[src/hdl/isiadc_pkg.sv]
package isiadc_pkg;

  // field and datapath widths
  localparam int TapW      = 18;
  localparam int NoiseW    = 18;
  localparam int ResW      = 5;
  localparam int CodeW     = 16;
  localparam int SampleW   = 16;
  localparam int SumW      = 21;
  localparam int NumTapRegs = 6;
  localparam int AddrW     = 5;
  localparam int DataW     = 32;
  localparam int MaxRes    = 16;

  // register map, index = paddr[4:2]
  typedef enum logic [2:0] {
    REG_TAP_0   = 3'd0,
    REG_TAP_1   = 3'd1,
    REG_TAP_2   = 3'd2,
    REG_TAP_3   = 3'd3,
    REG_TAP_4   = 3'd4,
    REG_TAP_5   = 3'd5,
    REG_ADC_RES = 3'd6
  } reg_idx_t;

  typedef logic signed [TapW-1:0] tap_t;
  typedef logic signed [SumW-1:0] sum_t;

  // tap reset values, Q2.15
  localparam tap_t TapReset [NumTapRegs] = '{
    18'sd3932, 18'sd32768, 18'sd18022, 18'sd9175, 18'sd3932, 18'sd1638
  };
  localparam logic [ResW-1:0] ResReset = 5'd8;

  // settings seen by the datapath
  typedef struct packed {
    logic [NumTapRegs-1:0][TapW-1:0] taps;
    logic [ResW-1:0]                 adc_res;
  } cfg_t;

  // tap weighted by a +1/-1 symbol
  function automatic sum_t weigh(input logic [TapW-1:0] t, input logic bit_in);
    sum_t ext;
    ext = sum_t'($signed(t));
    return bit_in ? ext : -ext;
  endfunction

endpackage

[src/hdl/isiadc_regs.sv]
module isiadc_regs (
  input  logic                           clk,
  input  logic                           rst,
  input  logic                           psel,
  input  logic                           penable,
  input  logic                           pwrite,
  input  logic [isiadc_pkg::AddrW-1:0]   paddr,
  input  logic [isiadc_pkg::DataW-1:0]   pwdata,
  output logic [isiadc_pkg::DataW-1:0]   prdata,
  output isiadc_pkg::cfg_t               cfg
);

  logic [2:0] idx;
  logic       wr;

  assign idx = paddr[4:2];
  assign wr  = psel && penable && pwrite;

  always_ff @(posedge clk) begin
    if (rst) begin
      for (int i = 0; i < isiadc_pkg::NumTapRegs; i++) begin
        cfg.taps[i] <= isiadc_pkg::TapReset[i];
      end
      cfg.adc_res <= isiadc_pkg::ResReset;
    end else if (wr) begin
      case (idx)
        isiadc_pkg::REG_TAP_0:   cfg.taps[0] <= pwdata[isiadc_pkg::TapW-1:0];
        isiadc_pkg::REG_TAP_1:   cfg.taps[1] <= pwdata[isiadc_pkg::TapW-1:0];
        isiadc_pkg::REG_TAP_2:   cfg.taps[2] <= pwdata[isiadc_pkg::TapW-1:0];
        isiadc_pkg::REG_TAP_3:   cfg.taps[3] <= pwdata[isiadc_pkg::TapW-1:0];
        isiadc_pkg::REG_TAP_4:   cfg.taps[4] <= pwdata[isiadc_pkg::TapW-1:0];
        isiadc_pkg::REG_TAP_5:   cfg.taps[5] <= pwdata[isiadc_pkg::TapW-1:0];
        isiadc_pkg::REG_ADC_RES: cfg.adc_res <= pwdata[isiadc_pkg::ResW-1:0];
        default: ;
      endcase
    end
  end

  // taps read back sign extended
  always_comb begin
    case (idx)
      isiadc_pkg::REG_TAP_0:   prdata = 32'($signed(cfg.taps[0]));
      isiadc_pkg::REG_TAP_1:   prdata = 32'($signed(cfg.taps[1]));
      isiadc_pkg::REG_TAP_2:   prdata = 32'($signed(cfg.taps[2]));
      isiadc_pkg::REG_TAP_3:   prdata = 32'($signed(cfg.taps[3]));
      isiadc_pkg::REG_TAP_4:   prdata = 32'($signed(cfg.taps[4]));
      isiadc_pkg::REG_TAP_5:   prdata = 32'($signed(cfg.taps[5]));
      isiadc_pkg::REG_ADC_RES: prdata = 32'(cfg.adc_res);
      default:                 prdata = '0;
    endcase
  end

endmodule

[src/hdl/isiadc_fir.sv]
module isiadc_fir #(
  parameter int NUM_TAPS = 6
) (
  input  logic                            clk,
  input  logic                            rst,
  input  isiadc_pkg::cfg_t                cfg,
  input  logic                            in_valid,
  output logic                            in_ready,
  input  logic                            symbol_bit,
  input  logic [isiadc_pkg::NoiseW-1:0]   noise_sample,
  input  logic                            block_start,
  output logic                            out_valid,
  input  logic                            out_ready,
  output logic [isiadc_pkg::SampleW-1:0]  sample
);

  localparam int HistD = (NUM_TAPS > 1) ? NUM_TAPS - 1 : 1;
  localparam int SampleW_L = isiadc_pkg::SampleW;

  logic [HistD-1:0]      hist;
  logic [HistD-1:0]      hvalid;
  logic [HistD-1:0]      hvalid_eff;
  isiadc_pkg::sum_t      sum;
  logic [SampleW_L-1:0]  clamped;
  logic                  accept;

  assign in_ready = !out_valid || out_ready;
  assign accept   = in_valid && in_ready;

  // a new block drops all older symbols
  assign hvalid_eff = block_start ? '0 : hvalid;

  always_comb begin
    sum = isiadc_pkg::weigh(cfg.taps[0], symbol_bit)
        + isiadc_pkg::sum_t'($signed(noise_sample));
    for (int k = 1; k < NUM_TAPS; k++) begin
      if (hvalid_eff[k-1]) begin
        sum = sum + isiadc_pkg::weigh(cfg.taps[k], hist[k-1]);
      end
    end
  end

  // saturate to [-1, 1-2^-15], then offset to unsigned
  always_comb begin
    if (sum > isiadc_pkg::sum_t'(32767)) begin
      clamped = 16'hFFFF;
    end else if (sum < isiadc_pkg::sum_t'(-32768)) begin
      clamped = 16'h0000;
    end else begin
      clamped = {~sum[15], sum[14:0]};
    end
  end

  always_ff @(posedge clk) begin
    if (rst) begin
      out_valid <= 1'b0;
      hvalid    <= '0;
    end else begin
      if (in_ready) begin
        out_valid <= in_valid;
      end
      if (accept) begin
        for (int i = HistD - 1; i > 0; i--) begin
          hvalid[i] <= hvalid_eff[i-1];
        end
        hvalid[0] <= 1'b1;
      end
    end
  end

  always_ff @(posedge clk) begin
    if (accept) begin
      for (int i = HistD - 1; i > 0; i--) begin
        hist[i] <= hist[i-1];
      end
      hist[0] <= symbol_bit;
      sample  <= clamped;
    end
  end

endmodule

[src/hdl/isiadc_quant.sv]
module isiadc_quant (
  input  logic                            clk,
  input  logic                            rst,
  input  logic [isiadc_pkg::ResW-1:0]     adc_res,
  input  logic                            in_valid,
  output logic                            in_ready,
  input  logic [isiadc_pkg::SampleW-1:0]  sample,
  output logic                            out_valid,
  input  logic                            out_ready,
  output logic [isiadc_pkg::CodeW-1:0]    code
);

  logic [isiadc_pkg::ResW-1:0]     bits;
  logic [isiadc_pkg::CodeW-1:0]    levels;
  logic [2*isiadc_pkg::CodeW-1:0]  scaled;

  // resolution limited to 1..16
  always_comb begin
    if (adc_res == '0) begin
      bits = 5'd1;
    end else if (adc_res > 5'(isiadc_pkg::MaxRes)) begin
      bits = 5'(isiadc_pkg::MaxRes);
    end else begin
      bits = adc_res;
    end
  end

  assign levels = 16'((17'd1 << bits) - 17'd1);
  // round half up; max sum stays below 2^32
  assign scaled = 32'(sample) * 32'(levels) + 32'h0000_8000;

  assign in_ready = !out_valid || out_ready;

  always_ff @(posedge clk) begin
    if (rst) begin
      out_valid <= 1'b0;
    end else if (in_ready) begin
      out_valid <= in_valid;
    end
  end

  always_ff @(posedge clk) begin
    if (in_valid && in_ready) begin
      code <= scaled[31:16];
    end
  end

endmodule

[src/hdl/isi_channel_adc_emulator_core.sv]
// isi channel emulator with adc quantizer
//
// s_axis carries one symbol per transaction: tdata[0] is the symbol bit
// (0 = -1, 1 = +1), tdata[18:1] the signed q2.15 noise sample, and tuser
// flags the first symbol of a block, which clears the symbol history.
// m_axis returns one adc code per symbol in tdata[15:0], in order.
// taps and adc resolution sit on the apb port; write them only while idle.
//
// a symbol accepted on s_axis is registered in the fir sum and clamp stage,
// then in the multiply/round stage, whose register drives its code on m_axis.
// throughput: one symbol per cycle while m_axis_tready is high; each stage
// moves on whenever the stage behind it is empty or being drained.
//
// reset clears the history, both stage valids and restores the default
// taps and 8-bit resolution. when the receiver stalls, the output holds its
// code and valid; the fir stage takes one more symbol only if it was empty,
// and once both stages are full s_axis_tready drops in the same cycle.
module isi_channel_adc_emulator_core #(
  parameter int NUM_TAPS = 6
) (
  input  logic        clk,
  input  logic        rst,
  // config port
  input  logic        psel,
  input  logic        penable,
  input  logic        pwrite,
  input  logic [4:0]  paddr,
  input  logic [31:0] pwdata,
  output logic [31:0] prdata,
  output logic        pready,
  // symbol stream
  input  logic        s_axis_tvalid,
  output logic        s_axis_tready,
  input  logic [23:0] s_axis_tdata,  // symbol_bit [0], noise_sample [18:1], zero pad
  input  logic        s_axis_tuser,  // block_start
  // code stream
  output logic        m_axis_tvalid,
  input  logic        m_axis_tready,
  output logic [15:0] m_axis_tdata   // adc_code
);

  isiadc_pkg::cfg_t                cfg;
  logic                            mid_valid;
  logic                            mid_ready;
  logic [isiadc_pkg::SampleW-1:0]  mid_sample;

  // no wait states
  assign pready = 1'b1;

  isiadc_regs u_regs (
    .clk     (clk),
    .rst     (rst),
    .psel    (psel),
    .penable (penable),
    .pwrite  (pwrite),
    .paddr   (paddr),
    .pwdata  (pwdata),
    .prdata  (prdata),
    .cfg     (cfg)
  );

  // tap sum over the current symbol and its history, noise added, clamped
  isiadc_fir #(
    .NUM_TAPS (NUM_TAPS)
  ) u_fir (
    .clk          (clk),
    .rst          (rst),
    .cfg          (cfg),
    .in_valid     (s_axis_tvalid),
    .in_ready     (s_axis_tready),
    .symbol_bit   (s_axis_tdata[0]),
    .noise_sample (s_axis_tdata[18:1]),
    .block_start  (s_axis_tuser),
    .out_valid    (mid_valid),
    .out_ready    (mid_ready),
    .sample       (mid_sample)
  );

  // scale to 2^b-1 levels with round half up
  isiadc_quant u_quant (
    .clk       (clk),
    .rst       (rst),
    .adc_res   (cfg.adc_res),
    .in_valid  (mid_valid),
    .in_ready  (mid_ready),
    .sample    (mid_sample),
    .out_valid (m_axis_tvalid),
    .out_ready (m_axis_tready),
    .code      (m_axis_tdata)
  );

endmodule
[config.mk]
export PLATFORM = sky130hd
export DESIGN_NAME = isi_channel_adc_emulator_core
export DESIGN_NICKNAME = d
export VERILOG_FILES = /design/src/hdl/isiadc_pkg.sv /design/src/hdl/isiadc_regs.sv /design/src/hdl/isiadc_fir.sv /design/src/hdl/isiadc_quant.sv /design/src/hdl/isi_channel_adc_emulator_core.sv
export SDC_FILE = /design/constraint.sdc
export NUM_CORES = 1
export LEC_CHECK = 0
export BUFFER_PORTS_ARGS = -buffer_cell sky130_fd_sc_hd__buf_4
export CORE_ASPECT_RATIO = 1.2
export CORE_MARGIN = 5
export CORE_UTILIZATION = 65
export CTS_CLUSTER_SIZE = 40
export DETAILED_ROUTE_END_ITERATION = 10
export PLACE_DENSITY = 0.86
export SYNTH_ARGS = -nofsm -noshare
export SYNTH_HDL_FRONTEND = slang
export SYNTH_SLANG_ARGS = --single-unit
[constraint.sdc]
create_clock -name clk -period 14.8 [get_ports clk]
set_input_delay 2.22 -clock clk [delete_from_list [all_inputs] [get_ports clk]]
set_output_delay 2.22 -clock clk [all_outputs]
set_load 0.005 [all_outputs]
==> metrics.txt, run 1 <==
Fin. Hold Viols=0; Die Footprint=40,600 um^2; Unique masters post-synth=91; CTS max path bufs=2; beginning of the worst hold path=u_regs.cfg[86]; layout cells sized above 1=7.71%; Final nets=3,529; share of the synthesized area in the top cell type=16.7%; htree depth=4; # fillers=2,825; io pins=120; antenna-violating nets left=0; routed vias/inst=6.32; Synth area leader=fa_1; hpwl dp=56,800 um; CP Capture Type=flop; Max Clk Rate=73.3 MHz; max-slew violations=0; Synth Cell Area=23,800 um^2; RR Startpoint=u_regs.cfg[7]; initial core utilization=66.1%; Largest stage delay, worst path=0.74 ns; synth warn=0; Max IR drop VDD=0.000340 V; Seq cells post-synth=157; initial antenna violation count=1; router iterations before antenna repair=9; total global-route track usage=35.6%; Core ar.=36,000 um^2; Hold Path Depth=2; largest net degree at the start of global routing=78; Max Fanout on Critical Path=21; worst r2r path cells=52; CP max stage cell=a2111oi_0; TritonCTS clock tree=built; Area contributors post-synth=fa_1 (17%), ha_1 (12%), dfxtp_1 (10%), nand2_1 (7.6%), a21oi_1 (5.1%); final setup margin=1.16 ns; Initial DRC Count=2,287; Primary FF master, synth=dfxtp_1; outcome=complete, no violations; Clock Pin Slew Worst Setup and Hold Paths=0.07 ns; number of enable flip-flop cells after synthesis=37; P_leak=11.6 nW; Hold Slack=0.509 ns; total CTS buffers=17; actual slew at the worst max-slew pin=1.37 ns; global placement routability congestion=1.03; post_cts resized=0; Post-CTS Hold Buffers=0; synthesized area per cell=7.87 um^2; most frequent cells in the layout=nand2_1 (484), inv_1 (305), a21oi_1 (244); die height=220 um; GRT overflow=0; Clock Sinks=157; Worst slew margin=7.70%; RR Endpoint=u_fir.sample[4]; final instance area=25,300 um^2; vias in the first global route=23,116; Final setup viols=0; setup_tns=0 ns; Chip Width=185 um; Via Count=22,140; Most Frequent Cell on Critical Path=o21ai_0; Max Cap Viol=0; Fin Clk Skew=0.00988 ns; commonest non-fill, non-tap cell in the layout=nand2_1; Area Overhead vs Synth=6.26%; Gate Count Post-Synth=3,029; CP arrival=13.80 ns; DRC=0; async set-reset flop share out of synthesis=0%; Hold Path End=u_regs.cfg[86]; routed len/inst=20.4 um; port bufs=97; Worst EP required=14.96 ns; dpl cell area=24,700 um^2; setup bufs post-CTS=0; Root Buffer=clkbuf_16; final period utilization=92.2%; global-route wire length before repair=116,000 um; r2r setup slk=1.91 ns; worst skew pair latency=0.46 ns; RSZ-0062 raised after global routing=false; hold crit path type=flop to flop; PwrDens=215 nW/um^2; Seq/Total Area, Yosys=14.7%; DRT Wirelength=71,400 um; num rows=76; pre-CTS WS=1.01 ns; Tmin final=13.64 ns; CP startpoint kind=input port; Setup Crit Path Kind=input port to flop
-- state kept, by name, indices dropped and copies added (netlist names) --
| signal | count |
|---|---|
| u_regs.cfg | 113 |
| u_fir.out_valid | 1 |
| u_fir.hvalid | 5 |
| u_fir.hist | 5 |
| u_quant.code | 16 |
| u_fir.sample | 16 |
| u_quant.out_valid | 1 |
-- through the flow --
step                cells  util (%)  total power [mW]
finish               3505      70.3              5.45
global route         3505      70.3              6.01
CTS                  3504      70.3              5.44
detailed placement   3472      68.6              4.95
global placement     3472      68.6              4.68
floorplan            3030         -              3.76
-- cell usage after synthesis (all sizes together), types with 45 or more instances --
cell type / instances
a21o: 45
a21oi: 245
and2: 80
clkbuf: 123
dfxtp: 120
fa: 199
ha: 238
inv: 305
nand2: 484
nor2: 238
nor3: 56
o21ai: 107
xnor2: 102
xor2: 106
-- worst max path at each step --
| stage | to | from | cells past startpoint | slack, ns |
|---|---|---|---|---|
| finish | u_fir.sample[4] | s_axis_tdata[0] | 52 | 1.16 |
| global route | u_fir.sample[1] | s_axis_tdata[0] | 52 | 0.39 |
| CTS | u_fir.sample[4] | s_axis_tdata[0] | 52 | 1.50 |
| detailed placement | u_fir.sample[4] | s_axis_tdata[0] | 52 | 1.01 |
| global placement | u_fir.sample[3] | s_axis_tdata[0] | 53 | 1.19 |
| floorplan | u_fir.sample[10] | s_axis_tdata[0] | 53 | 3.17 |
-- power by group --
part           total [mW]  leakage (nW)  switching (mW)  internal [mW]
Combinational        4.30          10.0            2.49           1.81
Clock               0.468         0.284           0.216          0.252
Sequential          0.679          1.32          0.0828          0.596
-- kinds of logic after synthesis --
family / count (synthesis) / share of synthesized area [%]
AOI/OAI and AO/OA: 620 / 16.6
xor gates and xnor gates: 210 / 7.90
adders and majority gates: 437 / 29.2
buffers and inverters: 459 / 7.57
DFF: 157 / 14.7
muxes: 76 / 3.58
other: 1 / 0.0157
and+or+nand+nor: 1069 / 20.4
-- worst max-delay path: cells and delay by family --
family | cells | cell delay [ns]
and+or+nand+nor | 9 | 1.30
xor gates and xnor gates | 7 | 1.28
buffers and inverters | 4 | 0.58
AOI/OAI and AO/OA | 25 | 6.00
adders and majority gates | 6 | 2.15
muxes | 1 | 0.27
-- cell type report --
class                   instances  area (um^2)  share of cell area [%]
diodes                          1         2.50                 0.00988
clock buffers                  18          429                    1.69
clock inverters                14          159                   0.627
inverters                     305         1140                    4.52
multi-input cells            2414        18500                    73.2
flip-flops and latches        157         3510                    13.9
well taps                     468          586                    2.31
repair buffers                128          961                    3.79
-- routing by layer --
layer	up-vias	track usage (%)	wire length, um
met5	-	0	0
met4	0	22.1	4840
met3	344	4.85	5180
met2	1112	64.5	36400
met1	10524	38.9	25000
li1	10160	-	-
Note: power is estimated with default switching activity, not from simulation.
==> run 2, diff against run 1 <==
- HOLD_SLACK_MARGIN: unset -> 0.06
- SLEW_MARGIN: unset -> 20
- clock period: 14.8 -> 17.1 ns (I/O delays scaled with it)
==> run 2 against run 1 <==
  * Worst hold slack got worse by 0.016 ns
  * Final area barely moved
  * Sequential power shrank 13%
  * Sequential share of layout area about the same
  * Utilization about the same
  * Critical endpoint unchanged
  * Via count increased by 0.78%
  * Clock skew up 0.0033 ns
  * Worst setup slack improved by 2.1 ns
  * Count of clock-buffer cells in the layout rose by 3
  * Wire length decreased by 0.68%
==> metrics.txt, run 2 (synthesis results as in run 1) <==
TritonCTS clock tree=built; Root Buffer=clkbuf_16; Storage cell area=3510 um^2 (unchanged); global-route wire length before repair=114,000 um (-2.0%); CP max stage cell=a21oi_2; DRT Wirelength=70,900 um (-0.68%); Largest stage delay, worst path=0.68 ns (-0.06 ns); htree depth=4 (unchanged); r2r setup slk=4.33 ns (+2.42 ns); PwrDens=190 nW/um^2 (-11%); Clock Sinks=157 (unchanged); RR Startpoint=u_regs.cfg[7]; initial antenna violation count=1 (unchanged); CP startpoint kind=input port; GRT busiest layer=met2; port bufs=97 (unchanged); CP Capture Type=flop; Most Frequent Cell on Critical Path=o21ai_0; Final setup viols=0 (unchanged); Die Footprint=40,600 um^2 (unchanged); fin util=70.3% (about the same); hold crit path type=flop to flop; layout cells sized above 1=7.72% (+0.013 points); global placement routability congestion=0.991 (-3.6%); fin cells=3,500 (-0.14%); Fin Clk Skew=0.0132 ns (+0.00328 ns); actual slew at the worst max-slew pin=1.04 ns (-0.324 ns); commonest non-fill, non-tap cell in the layout=nand2_1; routing usage on met2=63.1% (-1.4 points); post_cts resized=0 (unchanged); Final nets=3,524 (-0.14%); num rows=76 (unchanged); Core ar.=36,000 um^2 (unchanged); Top reg by flops=u_regs.cfg; Max Clk Rate=72.2 MHz; antenna-violating nets left=0 (unchanged); Post-CTS Hold Buffers=0 (unchanged); worst setup path startpoint=s_axis_tdata[0]; Max IR drop VDD=0.000390 V (+15%); vias in the first global route=23,038 (-0.34%); RR Endpoint=u_fir.sample[4]; routed vias/inst=6.37 (+0.92%); GRT overflow=0 (unchanged); Clock Pin Slew Worst Setup and Hold Paths=0.07 ns (about the same); Area Overhead vs Synth=6.28% (about the same); setup_tns=0 ns (unchanged); Setup Crit Path Kind=input port to flop; Max Cap Viol=0 (unchanged); most frequent cells in the layout=nand2_1 (484), inv_1 (305), a21oi_1 (244); Max Fanout on Critical Path=21 (unchanged); Initial DRC Count=2,119 (-7.3%); router iterations before antenna repair=9 (unchanged); setup bufs post-CTS=0 (unchanged); Global Route met1 Usage=37.5% (-1.4 points); die height=220 um (unchanged); outcome=complete, no violations; max reg flops=113 (unchanged); Worst EP required=17.26 ns (+2.30 ns); Via Count=22,312 (+0.78%); GR Util met3=4.82% (-0.033 points); worst skew pair latency=0.46 ns (about the same); P_leak=11.6 nW (about the same); initial core utilization=66.1% (unchanged); post-placement cell count=3,467 (-0.14%); routed len/inst=20.3 um (-0.54%); CP arrival=14.01 ns (+0.21 ns); largest net degree at the start of global routing=60 (-23%); total global-route track usage=34.9% (-0.70 points); DRC=0 (unchanged); worst r2r path cells=51 (-1.9%); Fin. Hold Viols=0 (unchanged); Tmin final=13.85 ns; max-slew violations=0 (unchanged); Worst slew margin=29.9% (+22 points); RSZ-0062 raised after global routing=false; critical path endpoint=u_fir.sample[4]; multi-input logic area=18,600 um^2 (+0.23%); final period utilization=81.0%; total CTS buffers=17 (unchanged); hpwl dp=56,300 um (-0.88%); Chip Width=185 um (unchanged); top flop regs=u_regs.cfg: 113 flops, u_fir.sample: 16 flops, u_quant.code: 16 flops; CTS max path bufs=2 (unchanged); # fillers=2,741 (-3.0%); io pins=120 (unchanged)
==> run 2: worst min-delay path by stage <==
| stage | startpoint | end | slack [ns] | cells after the start |
|---|---|---|---|---|
| CTS | u_regs.cfg[18] | u_regs.cfg[18] | 0.49 | 2 |
| global route | u_regs.cfg[86] | u_regs.cfg[86] | 0.51 | 2 |
| floorplan | u_fir.hist[2] | u_fir.hist[3] | 0.42 | 0 |
| detailed placement | u_regs.cfg[86] | u_regs.cfg[86] | 0.47 | 2 |
| global placement | u_regs.cfg[86] | u_regs.cfg[86] | 0.46 | 2 |
| finish | u_regs.cfg[86] | u_regs.cfg[86] | 0.49 | 2 |
==> run 2: power by group <==
group | switching, mW | internal, mW | total, mW
Combinational | 2.25 | 1.59 | 3.84
Sequential | 0.0720 | 0.516 | 0.588
Clock | 0.181 | 0.219 | 0.400
==> run 2: cell type report <==
cell class	count	area share [%]
multi-input combinational	2414	73.3
sequential	157	13.9
inverter	305	4.52
timing repair buffer	123	3.64
tap	468	2.31
clock buffer	21	1.91
clock inverter	11	0.415
antenna	1	0.00988
==> run 2: through the flow <==
step	cell area, um^2	hold slack [ns]	power [mW]	setup slack, ns
finish	25300	0.493	4.82	3.25
CTS	25300	0.490	4.77	3.44
global placement	24700	0.456	4.04	2.90
detailed placement	24700	0.475	4.36	3.03
global route	25300	0.510	5.30	2.45
floorplan	23800	0.424	3.26	5.12
==> run 2: worst max-delay path: cells and delay by family <==
family	cells	cell delay (ns)
XOR/XNOR	8	1.53
buffers and inverters	2	0.29
AO/OA/AOI/OAI	26	6.03
AND/OR/NAND/NOR	9	1.52
adder cells (fa/ha/maj)	6	2.08
==> run 2: routing by layer <==
metal / part of all wire, % / vias up / routed length, um
met4: 7.7 / 0 / 5490
met3: 7.3 / 397 / 5180
met2: 50 / 1182 / 35700
li1: - / 10143 / -
met1: 35 / 10590 / 24600
met5: 0 / - / 0
